[src/glrd_pkg.sv]
// ---------------------------------------------------------------------------
// glrd_pkg: shared types and constants of the gray logo run-length decoder
// field widths, token layout and the token word passed from front to back
// ---------------------------------------------------------------------------
`timescale 1ns / 1ps

package glrd_pkg;

  // pixel position counter width and derived limits
  localparam int unsigned POSITION_BITS = 12;
  localparam int unsigned FRAME_W       = 12;
  localparam int unsigned LEN_W         = 10;
  localparam int unsigned LEVEL_W       = 4;
  localparam int unsigned GRAY_W        = 8;
  localparam int unsigned GRAY_SHIFT    = 4;
  localparam int unsigned BYTE_W        = 8;

  // arithmetic width for position against frame compares
  localparam int unsigned CALC_W =
    ((POSITION_BITS > FRAME_W) ? POSITION_BITS : FRAME_W) + 2;

  localparam logic [POSITION_BITS-1:0] POS_MAX     = '1;
  localparam logic [FRAME_W-1:0]       FRAME_RESET = FRAME_W'(100 * 17);

  // token type bits in the first coded byte
  localparam int unsigned SHORT_BIT = 0;
  localparam int unsigned LONG_BIT  = 1;

  // depth of the queue between front and back
  localparam int unsigned QUEUE_DEPTH = 2;
  localparam int unsigned QPTR_W      = (QUEUE_DEPTH > 1) ? $clog2(QUEUE_DEPTH) : 1;
  localparam int unsigned QCNT_W      = $clog2(QUEUE_DEPTH + 1);

  // one complete token, ready to be laid out as a run
  typedef struct packed {
    logic [LEN_W-1:0]   len;
    logic [LEVEL_W-1:0] level;
    logic               eof;
  } glrd_token_t;

endpackage

[src/glrd_ifs.sv]
// ---------------------------------------------------------------------------
// glrd channel interfaces
// coded byte channel in, run channel out, both valid/ready
// ---------------------------------------------------------------------------
`timescale 1ns / 1ps

interface glrd_byte_if;
  logic                             valid;
  logic                             ready;
  logic [glrd_pkg::BYTE_W-1:0]      rle_byte;
  logic                             last_byte;

  modport source (output valid, output rle_byte, output last_byte, input ready);
  modport sink   (input valid, input rle_byte, input last_byte, output ready);
endinterface

interface glrd_run_if;
  logic                             valid;
  logic                             ready;
  logic [glrd_pkg::FRAME_W-1:0]     run_start;
  logic [glrd_pkg::LEN_W-1:0]       run_length;
  logic [glrd_pkg::GRAY_W-1:0]      gray_level;
  logic                             end_of_frame;

  modport source (output valid, output run_start, output run_length,
                  output gray_level, output end_of_frame, input ready);
  modport sink   (input valid, input run_start, input run_length,
                  input gray_level, input end_of_frame, output ready);
endinterface

[src/gray_logo_rle_decoder_unit.sv]
// ---------------------------------------------------------------------------
// gray_logo_rle_decoder_unit: run-length decoder for a 4-bit gray logo
//
// byte_i takes one coded word per cycle (rle_byte, last_byte) under
// valid/ready. run_o gives one run word (run_start, run_length,
// gray_level, end_of_frame) per complete token; the first half of a long
// token gives none. cfg_we_i/cfg_wdata_i write the frame size; the user
// must write it only while the block is idle, the block does not enforce it.
// A run is written into the token queue when the word that completes it
// is taken, then registered in the run layout stage that holds the
// position counter.
// Throughput: one coded word per cycle while the queue has room, set by
// the single position update per token in the layout stage.
// Reset clears the held half token, the position and the queue, and
// loads a frame size of 1700 pixels.
// When the receiver stalls the output register holds its run, the
// two-entry queue fills and byte_i.ready then drops.
// ---------------------------------------------------------------------------
`timescale 1ns / 1ps

module gray_logo_rle_decoder_unit (
  input  logic                          clk_i,
  input  logic                          rst_ni,
  input  logic                          cfg_we_i,
  input  logic [glrd_pkg::FRAME_W-1:0]  cfg_wdata_i,
  glrd_byte_if.sink                     byte_i,
  glrd_run_if.source                    run_o
);

  logic [glrd_pkg::FRAME_W-1:0] frame_q;
  logic                         push_valid;
  logic                         push_ready;
  glrd_pkg::glrd_token_t        push_tok;
  logic                         pop_valid;
  logic                         pop_ready;
  glrd_pkg::glrd_token_t        pop_tok;

  // frame size register
  always_ff @(posedge clk_i or negedge rst_ni) begin
    if (!rst_ni) begin
      frame_q <= glrd_pkg::FRAME_RESET;
    end else if (cfg_we_i) begin
      frame_q <= cfg_wdata_i;
    end
  end

  // token assembly
  glrd_front u_front (
    .clk_i        (clk_i),
    .rst_ni       (rst_ni),
    .byte_i       (byte_i),
    .push_valid_o (push_valid),
    .push_tok_o   (push_tok),
    .push_ready_i (push_ready)
  );

  // token queue
  glrd_queue u_queue (
    .clk_i        (clk_i),
    .rst_ni       (rst_ni),
    .push_valid_i (push_valid),
    .push_tok_i   (push_tok),
    .push_ready_o (push_ready),
    .pop_valid_o  (pop_valid),
    .pop_tok_o    (pop_tok),
    .pop_ready_i  (pop_ready)
  );

  // run layout
  glrd_back u_back (
    .clk_i       (clk_i),
    .rst_ni      (rst_ni),
    .frame_i     (frame_q),
    .pop_valid_i (pop_valid),
    .pop_tok_i   (pop_tok),
    .pop_ready_o (pop_ready),
    .run_o       (run_o)
  );

endmodule

[src/glrd_front.sv]
// ---------------------------------------------------------------------------
// glrd_front: token assembly
// takes coded bytes, joins the two halves of long tokens, pushes tokens
// ---------------------------------------------------------------------------
`timescale 1ns / 1ps

module glrd_front (
  input  logic                   clk_i,
  input  logic                   rst_ni,
  glrd_byte_if.sink              byte_i,
  output logic                   push_valid_o,
  output glrd_pkg::glrd_token_t  push_tok_o,
  input  logic                   push_ready_i
);

  logic                          pending_q, pending_d;
  logic [glrd_pkg::BYTE_W-1:0]   held_q, held_d;
  logic                          accept;
  logic                          is_short;
  logic                          is_long;
  logic                          hold;
  logic [2*glrd_pkg::BYTE_W-1:0] word;

  // a word is taken whenever the queue has room
  assign byte_i.ready = push_ready_i;
  assign accept       = byte_i.valid && push_ready_i;

  // classify the word and build the token
  always_comb begin
    is_short = byte_i.rle_byte[glrd_pkg::SHORT_BIT];
    is_long  = !is_short && byte_i.rle_byte[glrd_pkg::LONG_BIT];
    hold     = accept && !pending_q && is_long && !byte_i.last_byte;
    word     = {byte_i.rle_byte, held_q};

    push_tok_o.eof = byte_i.last_byte;
    if (pending_q) begin
      push_tok_o.len   = word[11:2];
      push_tok_o.level = word[15:12];
    end else if (is_short) begin
      push_tok_o.len   = glrd_pkg::LEN_W'(byte_i.rle_byte[3:1]);
      push_tok_o.level = byte_i.rle_byte[7:4];
    end else begin
      // zero-length byte, or long token cut off by the last word
      push_tok_o.len   = '0;
      push_tok_o.level = '0;
    end

    push_valid_o = accept && !hold;

    pending_d = pending_q;
    held_d    = held_q;
    if (accept) begin
      if (hold) begin
        pending_d = 1'b1;
        held_d    = byte_i.rle_byte;
      end else begin
        pending_d = 1'b0;
        held_d    = '0;
      end
    end
  end

  // low half holding register
  always_ff @(posedge clk_i or negedge rst_ni) begin
    if (!rst_ni) begin
      pending_q <= 1'b0;
      held_q    <= '0;
    end else begin
      pending_q <= pending_d;
      held_q    <= held_d;
    end
  end

endmodule

[src/glrd_queue.sv]
// ---------------------------------------------------------------------------
// glrd_queue: token queue
// small first-in first-out store between token assembly and run layout
// ---------------------------------------------------------------------------
`timescale 1ns / 1ps

module glrd_queue (
  input  logic                   clk_i,
  input  logic                   rst_ni,
  input  logic                   push_valid_i,
  input  glrd_pkg::glrd_token_t  push_tok_i,
  output logic                   push_ready_o,
  output logic                   pop_valid_o,
  output glrd_pkg::glrd_token_t  pop_tok_o,
  input  logic                   pop_ready_i
);

  glrd_pkg::glrd_token_t           entries_q [glrd_pkg::QUEUE_DEPTH];
  logic [glrd_pkg::QPTR_W-1:0]     wr_ptr_q, rd_ptr_q;
  logic [glrd_pkg::QCNT_W-1:0]     count_q;
  logic                            do_push;
  logic                            do_pop;

  // occupancy flags
  assign push_ready_o = (count_q != glrd_pkg::QCNT_W'(glrd_pkg::QUEUE_DEPTH));
  assign pop_valid_o  = (count_q != '0);
  assign pop_tok_o    = entries_q[rd_ptr_q];
  assign do_push      = push_valid_i && push_ready_o;
  assign do_pop       = pop_valid_o && pop_ready_i;

  // entry storage
  always_ff @(posedge clk_i) begin
    if (do_push) begin
      entries_q[wr_ptr_q] <= push_tok_i;
    end
  end

  // pointers and count
  always_ff @(posedge clk_i or negedge rst_ni) begin
    if (!rst_ni) begin
      wr_ptr_q <= '0;
      rd_ptr_q <= '0;
      count_q  <= '0;
    end else begin
      if (do_push) begin
        if (wr_ptr_q == glrd_pkg::QPTR_W'(glrd_pkg::QUEUE_DEPTH - 1)) begin
          wr_ptr_q <= '0;
        end else begin
          wr_ptr_q <= wr_ptr_q + 1'b1;
        end
      end
      if (do_pop) begin
        if (rd_ptr_q == glrd_pkg::QPTR_W'(glrd_pkg::QUEUE_DEPTH - 1)) begin
          rd_ptr_q <= '0;
        end else begin
          rd_ptr_q <= rd_ptr_q + 1'b1;
        end
      end
      if (do_push && !do_pop) begin
        count_q <= count_q + 1'b1;
      end else if (do_pop && !do_push) begin
        count_q <= count_q - 1'b1;
      end
    end
  end

endmodule

[src/glrd_back.sv]
// ---------------------------------------------------------------------------
// glrd_back: run layout
// places each token at the pixel position, clips it to the frame and
// holds the run in the output register
// ---------------------------------------------------------------------------
`timescale 1ns / 1ps

module glrd_back (
  input  logic                          clk_i,
  input  logic                          rst_ni,
  input  logic [glrd_pkg::FRAME_W-1:0]  frame_i,
  input  logic                          pop_valid_i,
  input  glrd_pkg::glrd_token_t         pop_tok_i,
  output logic                          pop_ready_o,
  glrd_run_if.source                    run_o
);

  logic [glrd_pkg::POSITION_BITS-1:0] pos_q, pos_d;
  logic                               out_valid_q;
  logic [glrd_pkg::FRAME_W-1:0]       start_q, start_d;
  logic [glrd_pkg::LEN_W-1:0]         written_q, written_d;
  logic [glrd_pkg::GRAY_W-1:0]        gray_q, gray_d;
  logic                               eof_q;
  logic                               take;
  logic [glrd_pkg::CALC_W-1:0]        pos_w;
  logic [glrd_pkg::CALC_W-1:0]        frame_w;
  logic [glrd_pkg::CALC_W-1:0]        len_w;
  logic [glrd_pkg::CALC_W-1:0]        pos1_w;
  logic [glrd_pkg::CALC_W-1:0]        start_w;
  logic [glrd_pkg::CALC_W-1:0]        avail_w;
  logic [glrd_pkg::CALC_W-1:0]        next_w;

  // output register frees when empty or when its word is taken
  assign pop_ready_o = !out_valid_q || run_o.ready;
  assign take        = pop_valid_i && pop_ready_o;

  // run placement and clipping
  always_comb begin
    pos_w   = glrd_pkg::CALC_W'(pos_q);
    frame_w = glrd_pkg::CALC_W'(frame_i);
    len_w   = glrd_pkg::CALC_W'(pop_tok_i.len);
    pos1_w  = pos_w + 1'b1;
    start_w = (pos1_w > frame_w) ? frame_w : pos1_w;
    avail_w = frame_w - pos1_w;
    next_w  = pos_w + len_w;

    start_d = start_w[glrd_pkg::FRAME_W-1:0];
    if (pos1_w < frame_w) begin
      written_d = (len_w < avail_w) ? pop_tok_i.len : avail_w[glrd_pkg::LEN_W-1:0];
    end else begin
      written_d = '0;
    end
    gray_d = {pop_tok_i.level, {glrd_pkg::GRAY_SHIFT{1'b0}}};

    // position saturates, and returns to zero at end of frame
    if (pop_tok_i.eof) begin
      pos_d = '0;
    end else if (next_w > glrd_pkg::CALC_W'(glrd_pkg::POS_MAX)) begin
      pos_d = glrd_pkg::POS_MAX;
    end else begin
      pos_d = next_w[glrd_pkg::POSITION_BITS-1:0];
    end
  end

  // position and output valid
  always_ff @(posedge clk_i or negedge rst_ni) begin
    if (!rst_ni) begin
      pos_q       <= '0;
      out_valid_q <= 1'b0;
    end else begin
      if (take) begin
        pos_q       <= pos_d;
        out_valid_q <= 1'b1;
      end else if (run_o.ready) begin
        out_valid_q <= 1'b0;
      end
    end
  end

  // output payload
  always_ff @(posedge clk_i) begin
    if (take) begin
      start_q   <= start_d;
      written_q <= written_d;
      gray_q    <= gray_d;
      eof_q     <= pop_tok_i.eof;
    end
  end

  assign run_o.valid        = out_valid_q;
  assign run_o.run_start    = start_q;
  assign run_o.run_length   = written_q;
  assign run_o.gray_level   = gray_q;
  assign run_o.end_of_frame = eof_q;

endmodule

[src/flat_wrapper.sv]
// flat-port wrapper written by rule: the top's interface ports become plain ports
module gray_logo_rle_decoder_unit_flat 
  (clk_i, rst_ni, cfg_we_i, cfg_wdata_i, byte_i_valid, byte_i_rle_byte, byte_i_last_byte, byte_i_ready, run_o_valid, run_o_run_start, run_o_run_length, run_o_gray_level, run_o_end_of_frame, run_o_ready);
  glrd_byte_if byte_i_i ();
  glrd_run_if run_o_i ();
  input  logic clk_i;
  input  logic rst_ni;
  input  logic cfg_we_i;
  input  logic [glrd_pkg::FRAME_W-1:0] cfg_wdata_i;
  input wire logic [$bits(byte_i_i.valid)-1:0] byte_i_valid;
  input wire logic [$bits(byte_i_i.rle_byte)-1:0] byte_i_rle_byte;
  input wire logic [$bits(byte_i_i.last_byte)-1:0] byte_i_last_byte;
  output wire logic [$bits(byte_i_i.ready)-1:0] byte_i_ready;
  output wire logic [$bits(run_o_i.valid)-1:0] run_o_valid;
  output wire logic [$bits(run_o_i.run_start)-1:0] run_o_run_start;
  output wire logic [$bits(run_o_i.run_length)-1:0] run_o_run_length;
  output wire logic [$bits(run_o_i.gray_level)-1:0] run_o_gray_level;
  output wire logic [$bits(run_o_i.end_of_frame)-1:0] run_o_end_of_frame;
  input wire logic [$bits(run_o_i.ready)-1:0] run_o_ready;
  assign byte_i_i.valid = byte_i_valid;
  assign byte_i_i.rle_byte = byte_i_rle_byte;
  assign byte_i_i.last_byte = byte_i_last_byte;
  assign byte_i_ready = byte_i_i.ready;
  assign run_o_valid = run_o_i.valid;
  assign run_o_run_start = run_o_i.run_start;
  assign run_o_run_length = run_o_i.run_length;
  assign run_o_gray_level = run_o_i.gray_level;
  assign run_o_end_of_frame = run_o_i.end_of_frame;
  assign run_o_i.ready = run_o_ready;
  gray_logo_rle_decoder_unit u_core (.clk_i(clk_i), .rst_ni(rst_ni), .cfg_we_i(cfg_we_i), .cfg_wdata_i(cfg_wdata_i), .byte_i(byte_i_i), .run_o(run_o_i));
endmodule
[config.mk]
export PLATFORM = sky130hd
export DESIGN_NAME = gray_logo_rle_decoder_unit_flat
export DESIGN_NICKNAME = d
export VERILOG_FILES = /design/src/glrd_pkg.sv /design/src/glrd_ifs.sv /design/src/gray_logo_rle_decoder_unit.sv /design/src/glrd_front.sv /design/src/glrd_queue.sv /design/src/glrd_back.sv /design/src/flat_wrapper.sv
export SDC_FILE = /design/constraint.sdc
export NUM_CORES = 1
export LEC_CHECK = 0
export ABC_AREA = 0
export BUFFER_PORTS_ARGS = -buffer_cell sky130_fd_sc_hd__buf_2
export CAP_MARGIN = 20
export CORE_UTILIZATION = 40
export CTS_BUF_LIST = sky130_fd_sc_hd__clkbuf_8 sky130_fd_sc_hd__clkbuf_16
export DETAILED_ROUTE_END_ITERATION = 8
export GPL_TIMING_DRIVEN = 1
export PLACE_DENSITY_LB_ADDON = 0.05
export SLEW_MARGIN = 20
export SYNTH_ARGS = -nofsm -noshare
export SYNTH_HDL_FRONTEND = slang
export SYNTH_HIERARCHICAL = 1
export SYNTH_SLANG_ARGS = --single-unit
[constraint.sdc]
create_clock -name clk_i -period 4.3 [get_ports clk_i]
set_input_delay 0.215 -clock clk_i [delete_from_list [all_inputs] [get_ports clk_i]]
set_output_delay 0.215 -clock clk_i [all_outputs]
set_load 0.005 [all_outputs]
# ---- After elaboration in Yosys (flattened, before gate mapping)
# Memories as Yosys holds them, arrays and structs flattened.
# Index checks and enable logic that the tools add are counted.
dict set report totals {
  regBits 65
  ram_bits 30
  out_inout_bits 33
  memories 1
}
dict set report op_classes {
  add_sub_neg 7
  order_cmp 4
  eq_ne 1
  mux 16
  reduce_logical 21
}
# memory words word_bits read_ports rd_clocked_by_memory_dff wr line
set mem_list {}
lappend mem_list {u_core.u_queue.entries_q 2 15 1 0 1 glrd_queue.sv:18} ;# glrd_pkg::glrd_token_t entries_q [glrd_pkg::QUEUE_DEPTH];
# cell n
set ops {}
lappend ops {{$mux W12} 3}
lappend ops {{$lt A10 B14 Y1} 1}
lappend ops {{$mux W14} 1}
lappend ops {{$sub A12 B13 Y14} 1}
lappend ops {{$add A12 B1 Y13 const B} 1}
lappend ops {{$add A12 B10 Y13} 1}
lappend ops {{$gt A13 B12 Y1} 1}
lappend ops {{$gt A13 B12 Y1 const B} 1}
lappend ops {{$lt A13 B12 Y1} 1}
lappend ops {{$logic_and A1 B1 Y1} 10}
lappend ops {{$mux W10} 1}
lappend ops {{$mux W8} 1}
lappend ops {{$logic_not A1 Y1} 7}
lappend ops {{$mux W1} 7}
lappend ops {{$mux W7} 1}
lappend ops {{$reduce_bool A2 Y1} 3}
lappend ops {{$mux W2} 2}
lappend ops {{$add A1 B1 Y1 const B} 2}
lappend ops {{$add A2 B1 Y2 const B} 1}
lappend ops {{$ne A2 B2 Y1 const B} 1}
lappend ops {{$sub A2 B1 Y2 const B} 1}
lappend ops {{$logic_or A1 B1 Y1} 1}

# ---- Depth between registers and ports, before layout
# Gate-level depths: netlist of run 1.
dict set report depth {
  ltp_word 12
  depth_mapped 20
}

# ---- By module
# Netlist of run 1, hierarchy kept.
# module instances cells_each area_per_inst_um2 seq_area_each_um2
set by_module_without_submodules {}
lappend by_module_without_submodules {glrd_back 1 355 3347.0 1136.1}
lappend by_module_without_submodules {glrd_queue 1 65 1331.3 1001.0}
lappend by_module_without_submodules {gray_logo_rle_decoder_unit 1 25 490.5 306.5}
lappend by_module_without_submodules {glrd_front 1 51 442.9 175.2}

# ---- Worst setup path after synthesis of run 1
# Ideal clock, no wire load.
dict set report synth_timing {
  path_type {register to register}
  from {register u_core/u_back/pos_q[0] (netlist name)}
  to {register u_core.u_back.written_q, in the netlist u_core/u_back/run_o.run_length[1] (data pin)}
  setup_ns 0.169
  arrival_ns 3.720
  setup_slack_ns 0.410
  stages_incl_launch_ff 19
  n_path_buf 1
  cell_sequence {dfrtp_1 -> ha_1 -> xnor2_1 -> ha_1 -> a21o_1 -> maj3_1 -> o2111ai_1 -> a21boi_0 -> xor2_1 -> ha_1 -> nor3_1 -> nor2_1 -> o41a_1 -> a31oi_1 -> a211oi_1 -> nand4b_1 -> buf_2 -> nand4_1 -> o31ai_1}
}
dict set report synth_via {
  elab_chain_len 4
}
# element line
set synth_rtl {}
lappend synth_rtl {{start: declaration} glrd_back.sv:18} ;# logic [glrd_pkg::POSITION_BITS-1:0] pos_q, pos_d;
lappend synth_rtl {{start signal: assignment} glrd_back.sv:72} ;# pos_q <= pos_d;
lappend synth_rtl {{$add A12 B1 Y13 (*)} glrd_back.sv:42} ;# pos1_w = pos_w + 1'b1;
lappend synth_rtl {{$sub A12 B13 Y14} glrd_back.sv:44} ;# avail_w = frame_w - pos1_w;
lappend synth_rtl {{$lt A10 B14 Y1} glrd_back.sv:49} ;# written_d = (len_w < avail_w) ? pop_tok_i.len : avail_w[glrd_pkg::LEN_W-1:0];
lappend synth_rtl {{$mux W10} glrd_back.sv:49}
lappend synth_rtl {{end signal: assignment} glrd_back.sv:84} ;# written_q <= written_d;
lappend synth_rtl {{end: declaration} glrd_back.sv:21} ;# logic [glrd_pkg::LEN_W-1:0] written_q, written_d;
# Every way passes the cells marked *; elsewhere a longest branch is shown, timed or not.
# A chain may end at the register's enable or synchronous reset.

# ---- Worst setup path in the final report of run 1
# Ends and elaborated chain as after synthesis.

==> reports/qor.yml, run 1 <==
postRouteWirelength_mm: 12.1
static-leakage-power_nw: 2.69
final_nets: 601
violations_in_the_final_reports: "hold timing"
setup.worst_path.class: "flip-flop to flip-flop"
area.growth.synth_to_final_pct: 13.7
max-clock-path-buffers: 2
power_density_mw_per_mm2: 711
rows: 42
total_cell_area_at_the_placement_stage_mm2: 0.00602
maxSlewViolCount: 0
buffer_ports.inserted: 54
gr-usage-met3_pct: 3.96
max_slew.worst_pin.slew_ns: 0.870
worstSetupEndpointType: "flip-flop"
final_instance_area_mm2: 0.00638
max-slew-margin-rel_pct: 42.0
first_pass_grt_wire_length_mm: 19.5
cts-htree-levels: 3
syn_area_mm2: 0.00561
drt-vias-per-instance: 5.34
detailed_place_hpwl_mm: 9.05
finalClockSkew_ns: 0.0113
grt_pass1_vias: 3789
gr-usage-all-layers_pct: 17.8
antenna_found_initial: 0
stdcell_count: 729
worst_setup_path_start_kind: "flip-flop"
mostFrequentLayoutCells: "57 x edfxtp_1, 54 x buf_2, 36 x o21ai_0"
finalWorstSetupSlack_ns: 0.368
timing.final.hold_violations: 31
gr-max-usage-layer: "met2"
hold_ws_ns: -0.0236
core_region_area_mm2: 0.0135
report.power.total_mw: 4.54
routed-via-count: 3894
chipHeight_um: 120
clock_latency_ns: 0.35
fmax_mhz: 254
synth_ff_type: "edfxtp_1"
hold_path.class: "primary input to async pin"
min_period_over_period_pct: 91.4
avgSynthCellArea_um2: 11.3
outcome: "finished with violations"
fraction_of_layout_instances_using_a_drive_strength_above_1_pct: 25.3
cts.hold.buffers_added: 0
fin_crit_ns: 3.93
detailedRoute.firstIterationViolations: 167
synth_seq_cells: 93
cts.clk_slew.worst_paths_ns: 0.07
post_synth_edffs: 57
final_common_cell: "edfxtp_1"
yosys_warnings: 6
placedCellCount: 712
synthCells: 496
drt_drc_violations_left: 0
critical_path_arrival_ns: 4.11
setup_viol: 0
cts_num_sinks: 93
max-vdd-ir-drop_uv: 311
cts_tree: "built"
die_area_mm2: 0.0145
detail_route.wl_per_cell_um: 16.6
top_level_ports: 59
global_route.usage.met1_pct: 22.0
worst-endpoint-required_ns: 4.48
setup_total_negative_slack_ns: 0
start_util_pct: 41.7
first_pass_iters: 4
detail-route-antenna-nets: 0
post_synth_num_cell_types: 74
diodes: 0
synth_sequential_area_ratio_pct: 46.7
cap_viol_max_count: 0
finalWeightedCongestion: 0.882
maximum_number_of_pins_on_one_net_before_global_route_repair: 37
post_synthesis_async_set_or_reset_flop_share_pct: 38.7
filler_cell_count: 1278
met2_grt_util_pct: 30.0
die-width_um: 120
critical_path_peak_fanout: 20
cts_inserted_buffers: 9
place_worst_setup_slack_ns: 0.0950
fin_util_pct: 47.4
grt-ovfl-total: 0
clockRootBuffer: "clkbuf_16"
[flip-flops by register name (all words and copies together), names as in the netlist]
signal / cells
u_core/frame_q: 12
u_core/u_back/pos_q: 12
u_core/u_back/run_o.end_of_frame: 1
u_core/u_back/run_o.gray_level: 4
u_core/u_back/run_o.run_length: 10
u_core/u_back/run_o.run_start: 12
u_core/u_back/run_o.valid: 1
u_core/u_front/held_q: 6
u_core/u_front/pending_q: 1
u_core/u_queue/count_q: 2
u_core/u_queue/entries_q: 30
u_core/u_queue/rd_ptr_q: 1
u_core/u_queue/wr_ptr_q: 1
[final timing paths]
check | start | end | slack, ns | cells past startpoint
worst max-delay path | u_core/u_back/pos_q[0] | u_core/u_back/run_o.run_length[1] | 0.37 | 19
worst min-delay path | rst_ni | u_core/frame_q[0] | -0.02 | 1
worst max register to register | u_core/u_back/pos_q[0] | u_core/u_back/run_o.run_length[1] | 0.37 | 19
worst min register to register | u_core/u_front/held_q[7] | u_core/u_front/held_q[7] | 0.49 | 1
max in group asynchronous | rst_ni | u_core/u_front/held_q[5] | 3.77 | 1
min in group clk_i | byte_i_last_byte | u_core/u_queue/entries_q[1][0] | 0.08 | 1
[Yosys cell counts (2+ instances only)]
library cell  count  area (um2)
o31ai_1           8        60.1
clkbuf_1         11        41.3
o21a_1            2        15.0
buf_2             6        30.0
nor4_1            2        12.5
o21ai_0          36         180
nand2b_1          5        31.3
a22oi_1           2        15.0
o211ai_1          2        15.0
a21o_1           11        82.6
o21bai_1          2        15.0
nand3_1          14        70.1
or3_1             2        12.5
nor2_1           22        82.6
maj3_1            4        40.0
a31oi_1           2        12.5
xnor2_1          20         175
xnor3_1           2        45.0
inv_1            22        82.6
nor2b_1           8        50.1
edfxtp_1         57        1710
buf_6             4        45.0
ha_1             25         313
mux2i_1           5        50.1
buf_4             7        52.6
mux2_2           10         113
xor2_1           15         131
nand2_1          30         113
o221ai_1          3        26.3
o2bb2ai_1         6        52.6
a221oi_1          2        17.5
dfstp_2           5         131
dfrtp_1          31         776
and3_1            3        18.8
fa_1              2        40.0
a21oi_1          16        80.1
or2_2             2        12.5
and2_1           12        75.1
a211o_1           3        26.3
a211oi_1          9        67.6
a21boi_0          2        15.0
mux2_4           19         285
nor3_1            4        20.0
nand4_1          11        68.8
[final cells by class]
type	instances	area (um2)	share of cell area, %
flip-flops and latches	93	2620	41.0
inverters	22	82.6	1.29
repair buffers	68	379	5.94
well taps	176	220	3.45
clock inverters	6	53.8	0.843
clock buffers	10	239	3.75
multi-input cells	354	2790	43.7
[critical path: stages, from the launching register on]
cell and delay, ns:
dfrtp_1 0.38, ha_1 0.24, xnor2_2 0.21, ha_4 0.25, a21oi_1 0.11, o21ai_0 0.15
maj3_1 0.40, o211ai_1 0.14, a22oi_1 0.16, nor2_1 0.13, nand2_1 0.07, xnor2_1 0.27
ha_1 0.30, a21o_1 0.18, a31oi_1 0.17, a211oi_2 0.05, nand4b_1 0.13, buf_6 0.19
nand4_1 0.11, o31ai_1 0.10
[cell families after synthesis]
| group | Yosys count | synth area share [%] |
|---|---|---|
| other cells | 1 | 0.0668 |
| mux | 34 | 7.98 |
| fa+ha+maj | 31 | 7.00 |
| xor+xnor | 37 | 6.27 |
| compound gates | 119 | 14.4 |
| flops | 93 | 46.7 |
| buf+inv | 52 | 4.91 |
| simple gates | 129 | 12.7 |
[layer usage]
layer / vias up / part of all wire, %
met3: 26 / 3.7
met2: 78 / 48
met5: - / 0
met1: 1861 / 46
met4: 0 / 2.3
li1: 1929 / -
[what timing repair did]
item / in CTS / in global routing
setup endpoints to repair: 0 / 10
resized for setup: 0 / 10
setup buffers: 0 / 1
hold endpoints to repair: 0 / 0
[report_power, final]
group | leakage (nW) | internal (mW) | switching, mW
registers | 0.995 | 1.33 | 0.169
clock network | 0.147 | 0.420 | 0.370
logic | 1.54 | 1.01 | 1.24
Power figures use the tool's default switching activity.
==> run 2, diff against run 1 <==
--- a/config.mk
+++ b/config.mk
@@ -12,7 +12,6 @@
 export CTS_BUF_LIST = sky130_fd_sc_hd__clkbuf_8 sky130_fd_sc_hd__clkbuf_16
 export DETAILED_ROUTE_END_ITERATION = 8
 export GPL_TIMING_DRIVEN = 1
-export PLACE_DENSITY_LB_ADDON = 0.05
 export SLEW_MARGIN = 20
 export SYNTH_ARGS = -nofsm -noshare
 export SYNTH_HDL_FRONTEND = slang
==> constraint.sdc (replaced) <==
create_clock -name clk_i -period 4.3 [get_ports clk_i]
set_input_delay 0.215 -clock clk_i [delete_from_list [all_inputs] [get_ports clk_i]]
set_output_delay 0.215 -clock clk_i [all_outputs]
set_load 0.1 [all_outputs]
==> reports/qor.yml, run 2 (same netlist as run 1, synthesis figures left out) <==
max_ffs_per_register: 30  # unchanged
stdcell_count: 731  # +0.27%
postRouteWirelength_mm: 11.7  # -2.7%
top_level_ports: 59  # unchanged
filler_cell_count: 1276  # -0.16%
clock_latency_ns: 0.36  # about the same
maximum_number_of_pins_on_one_net_before_global_route_repair: 37  # unchanged
cap_viol_max_count: 0  # unchanged
grt_pass1_vias: 3947  # +4.2%
grt-ovfl-total: 0  # unchanged
rows: 42  # unchanged
first_pass_grt_wire_length_mm: 19.4  # -0.43%
worst-endpoint-required_ns: 4.40  # -0.08 ns
setup_viol: 0  # unchanged
fin_crit_ns: 4.05  # +0.114 ns
global_route.usage.met1_pct: 21.3  # -0.76 points
max_slew.worst_pin.slew_ns: 0.901  # +0.0318 ns
detailedRoute.firstIterationViolations: 226  # +35%
critical_path_arrival_ns: 4.15  # +0.04 ns
worstSetupEndpointType: "flip-flop"
final_nets: 603  # +0.33%
gr-max-usage-layer: "met2"
cts-htree-levels: 3  # unchanged
max-clock-path-buffers: 2  # unchanged
cts.hold.buffers_added: 0  # unchanged
finalWeightedCongestion: 0.808  # -8.4%
drt-vias-per-instance: 5.36  # +0.39%
clockRootBuffer: "clkbuf_16"
detail-route-antenna-nets: 0  # unchanged
diodes: 0  # unchanged
cts.clk_slew.worst_paths_ns: 0.07  # about the same
drt_drc_violations_left: 0  # unchanged
cts_inserted_buffers: 9  # unchanged
first_pass_iters: 5  # +1
gr-usage-met3_pct: 4.20  # +0.24 points
worst_setup_path_start_kind: "flip-flop"
final_instance_area_mm2: 0.00637  # -0.22%
timing.final.hold_violations: 12  # -61%
fraction_of_layout_instances_using_a_drive_strength_above_1_pct: 25.0  # -0.27 points
finalClockSkew_ns: 0.00857  # -0.00276 ns
outcome: "finished with violations"
violations_in_the_final_reports: "hold timing"
final_common_cell: "edfxtp_1"
routed-via-count: 3920  # +0.67%
fmax_mhz: 247  # -2.8%
buffer_ports.inserted: 54  # unchanged
start_util_pct: 41.7  # unchanged
cts_tree: "built"
die-width_um: 120  # unchanged
cts_num_sinks: 93  # unchanged
antenna_found_initial: 0  # unchanged
area.growth.synth_to_final_pct: 13.5
placedCellCount: 713  # +0.14%
core_region_area_mm2: 0.0135  # unchanged
gr-usage-all-layers_pct: 17.5  # -0.28 points
chipHeight_um: 120  # unchanged
detail_route.wl_per_cell_um: 16.1  # -2.9%
setup.worst_path.class: "flip-flop to flip-flop"
mostFrequentLayoutCells: "57 x edfxtp_1, 54 x buf_2, 35 x o21ai_0"
met2_grt_util_pct: 30.1  # +0.072 points
max-slew-margin-rel_pct: 39.9  # -2.1 points
critical_path_peak_fanout: 20  # unchanged
registers.top_by_ff_count: "u_core/u_queue/entries_q"
die_area_mm2: 0.0145  # unchanged
total_cell_area_at_the_placement_stage_mm2: 0.00603  # +0.12%
fin_util_pct: 47.3  # -0.10 points
detailed_place_hpwl_mm: 8.71  # -3.7%
hold_path.class: "primary input to async pin"
min_period_over_period_pct: 94.1  # +2.6 points
maxSlewViolCount: 0  # unchanged
hold_ws_ns: -0.0131  # +0.0105 ns
==> run 2: layout make-up <==
type / instances / area [um2] / share of cell area [%]
sequential: 93 / 2620 / 41.1
clock inverter: 7 / 71.3 / 1.12
timing repair buffer: 70 / 394 / 6.19
inverter: 22 / 82.6 / 1.30
multi-input combinational: 354 / 2760 / 43.3
clock buffer: 9 / 225 / 3.54
tap: 176 / 220 / 3.46
==> run 2: repair_timing <==
| item | 4_1_cts | 5_1_grt |
|---|---|---|
| setup endpoints to repair | 0 | 10 |
| gates resized for setup | 0 | 7 |
| setup buffers | 0 | 2 |
==> run 2: metal layers <==
layer,vias up,share of wire [%]
met2,100,49
met5,-,0
met1,1882,44
met3,14,4.9
li1,1924,-
met4,0,1.5
==> run 2: final timing paths <==
path	start	end	slack [ns]	cells after the start
max in group asynchronous	rst_ni	u_core/u_queue/wr_ptr_q	3.75	1
min in group clk_i	byte_i_last_byte	u_core/u_queue/entries_q[0][0]	0.07	1
worst max-delay path	u_core/u_back/pos_q[0]	u_core/u_back/run_o.run_length[2]	0.25	20
worst min-delay path	rst_ni	u_core/frame_q[0]	-0.01	1
worst min register to register	u_core/u_queue/wr_ptr_q	u_core/u_queue/wr_ptr_q	0.49	1
worst max register to register	u_core/u_back/pos_q[0]	u_core/u_back/run_o.run_length[2]	0.25	20
==> run 2: worst max-delay path, stage by stage, from the launching register on <==
cell      delay [ns]
dfrtp_1         0.39
ha_1            0.25
xnor2_2         0.15
ha_1            0.34
a21oi_1         0.14
o21ai_1         0.11
maj3_1          0.39
o211ai_1        0.13
a21oi_1         0.12
nor2_1          0.13
xor2_1          0.27
ha_2            0.25
nor2_1          0.05
nor2_1          0.09
o41a_1          0.15
a31oi_1         0.10
a211oi_1        0.20
nand4b_1        0.15
buf_6           0.19
nand4_1         0.10
o31ai_1         0.08
==> run 2: metrics by stage <==
stage | TNS [ns] | setup WS (ns)
floorplan | 0 | 0.410
global placement | 0 | 0.253
detailed placement | 0 | 0.125
CTS | 0 | 0.0678
global route | -0.595 | -0.0872
finish | 0 | 0.254
Power of run 2 is not shown: default switching activity piles up to over one toggle a cycle in this logic, so the estimate is an artifact.
==> run 3, diff against run 2 <==
==> constraint.sdc (replaced) <==
create_clock -name clk_i -period 3.4 [get_ports clk_i]
set_input_delay 0.17 -clock clk_i [delete_from_list [all_inputs] [get_ports clk_i]]
set_output_delay 0.17 -clock clk_i [all_outputs]
set_load 0.1 [all_outputs]
==> reports/qor.yml, run 3 (same netlist as run 1, synthesis figures left out) <==
mostFrequentLayoutCells: "57 x edfxtp_1, 56 x buf_4, 54 x buf_2"
regToRegStartpoint: "u_core/u_back/pos_q[0]"
worst_setup_path_start_kind: "flip-flop"
first_pass_grt_wire_length_mm: 20.8  # +7.0%
area.growth.synth_to_final_pct: 25.2
fin_util_pct: 52.2  # +4.9 points
worst-endpoint-required_ns: 3.50  # -0.90 ns
cts_tree: "built"
first_pass_iters: 5  # unchanged
min_period_over_period_pct: 115  # +21 points
holdPathStages: 1
max-clock-path-buffers: 2  # unchanged
crit_chain: "ha_4 -> xnor2_4 -> ha_4 -> a21oi_2 -> o21ai_2 -> maj3_2 -> o211ai_1 -> a21oi_2 -> nor2_1 -> xor2_1 -> ha_2 -> nor3_1 -> nor2_1 -> o41a_1 -> a31oi_1 -> a211oi_1 -> nand4b_1 -> buf_6 -> buf_12 -> nand4_1 -> o31ai_1"
crit_end: "u_core/u_back/run_o.run_length[2]"
cp-startpoint: "u_core/u_back/pos_q[0]"
final_common_cell: "edfxtp_1"
cts_inserted_buffers: 9  # unchanged
clock_latency_ns: 0.36  # about the same
critical_path_arrival_ns: 4.02  # -0.13 ns
timing.final.hold_violations: 0  # -12
rows: 42  # unchanged
finalWorstSetupSlack_ns: -0.514  # -0.768 ns
reg2reg_depth: 21  # +5.0%
antenna_found_initial: 0  # unchanged
max_slew.worst_pin.slew_ns: 0.911  # +0.0102 ns
setup.worst_path.class: "flip-flop to flip-flop"
cts.clk_slew.worst_paths_ns: 0.07  # about the same
fraction_of_layout_instances_using_a_drive_strength_above_1_pct: 36.3  # +11 points
setup_viol: 13  # +13
top_level_ports: 59  # unchanged
core_region_area_mm2: 0.0135  # unchanged
outcome: "finished with violations"
cap_viol_max_count: 0  # unchanged
hold_path.class: "primary input to flip-flop"
detail-route-antenna-nets: 0  # unchanged
rsz0062_at_grt: "yes"
registers.top_by_ff_count: "u_core/u_queue/entries_q"
violations_in_the_final_reports: "setup timing"
die_area_mm2: 0.0145  # unchanged
detail_route.wl_per_cell_um: 16.5  # +2.6%
cts_num_sinks: 93  # unchanged
routed-via-count: 4094  # +4.4%
drt-vias-per-instance: 5.25  # -2.1%
worst-path-stages: 21  # +5.0%
setup_total_negative_slack_ns: -5.04  # -5.04 ns
postRouteWirelength_mm: 12.9  # +9.4%
diodes: 0  # unchanged
start_util_pct: 41.7  # unchanged
maxSlewViolCount: 0  # unchanged
cpLargestDelayFamily: "adder cells"
setup.reg_to_reg.worst_slack_ns: -0.51  # -0.77 ns
clockRootBuffer: "clkbuf_16"
grt_pass1_vias: 4122  # +4.4%
place_worst_setup_slack_ns: -0.559  # -0.684 ns
cp_slowest_cell: "dfrtp_2"
detailedRoute.firstIterationViolations: 186  # -18%
final_nets: 652  # +8.1%
cts-htree-levels: 3  # unchanged
maximum_number_of_pins_on_one_net_before_global_route_repair: 37  # unchanged
fin_crit_ns: 3.91  # -0.132 ns
finalClockSkew_ns: 0.00614  # -0.00243 ns
max-slew-margin-rel_pct: 39.2  # -0.68 points
critPathMaxStageDelay_ns: 0.43  # +0.04 ns
finalWeightedCongestion: 0.852  # +5.4%
grt-ovfl-total: 0  # unchanged
critical_path_peak_fanout: 10  # -50%
critPathBufInv: 2  # +1
filler_cell_count: 1221  # -4.3%
drt_drc_violations_left: 0  # unchanged
die-width_um: 120  # unchanged
fmax_mhz: 255  # +3.4%
timing.rr.end: "u_core/u_back/run_o.run_length[2]"
gr-usage-all-layers_pct: 18.8  # +1.3 points
chipHeight_um: 120  # unchanged
detailed_place_hpwl_mm: 9.27  # +6.4%
worstSetupEndpointType: "flip-flop"
max_ffs_per_register: 30  # unchanged
buffer_ports.inserted: 54  # unchanged
run 3: cell types whose count changed in the layout (fill, tap and decap cells not counted), moves of 4 or more:
cell,before,now
buf_4,15,56
o21ai_0,35,19
o21ai_1,2,11
o21ai_2,0,5
inv_6,4,0
run 3: worst min-delay path by stage:
stage / startpoint / to / slack (ns)
after floorplan: rst_ni / u_core/frame_q[0] / -0.13
after global placement: rst_ni / u_core/frame_q[1] / 0.35
after detailed placement: rst_ni / u_core/frame_q[1] / 0.35
after CTS: byte_i_last_byte / u_core/u_queue/entries_q[0][0] / 0.01
after global routing: byte_i_last_byte / u_core/u_queue/entries_q[1][0] / 0.02
final: byte_i_last_byte / u_core/u_queue/entries_q[1][0] / 0.03
run 3: final cells by class:
class                   count  area [um2]  share of cell area, %
multi-input cells         354        2950                   42.0
flip-flops and latches     93        2620                   37.3
repair buffers            119         845                   12.0
clock buffers               9         225                   3.21
well taps                 176         220                   3.14
inverters                  22        85.1                   1.21
clock inverters             7        77.6                   1.10
run 3: worst reg2reg max path: stages (launching register included):
cell      delay (ns)
dfrtp_2         0.43
ha_4            0.19
xnor2_4         0.21
ha_4            0.25
a21oi_2         0.13
o21ai_2         0.08
maj3_2          0.32
o211ai_1        0.14
a21oi_2         0.10
nor2_1          0.12
xor2_1          0.24
ha_2            0.25
nor3_1          0.06
nor2_1          0.10
o41a_1          0.16
a31oi_1         0.09
a211oi_1        0.21
nand4b_1        0.15
buf_6           0.17
buf_12          0.13
nand4_1         0.08
o31ai_1         0.07
run 3: metrics by stage:
stage               hold WS [ns]  area [um2]  std cells
detailed placement         0.352        6410        752
global placement           0.345        6410        752
CTS                       0.0141        6870        773
finish                    0.0288        7020        780
global route              0.0161        7020        780
floorplan                 -0.126        5680        499
run 3: metal layers:
metal  global-route usage [%]  vias to the layer above  share of wire, %
met5                        0                        -                 0
met4                     4.94                        0              0.82
met3                     5.05                       10               4.9
met2                     32.9                       92                51
met1                     22.7                     1968                43
li1                         -                     2024                 -
run 3: what timing repair did:
action                                  4_1_cts  5_1_grt
hold endpoints to repair                     31        0
hold buffers                                  1        0
buffers inserted                              3        6
endpoints found under the setup margin       21       30
pin swaps                                     8       29
cloned                                        1        1
resized for setup                            23       31
Power of run 3 is left out for the same reason.
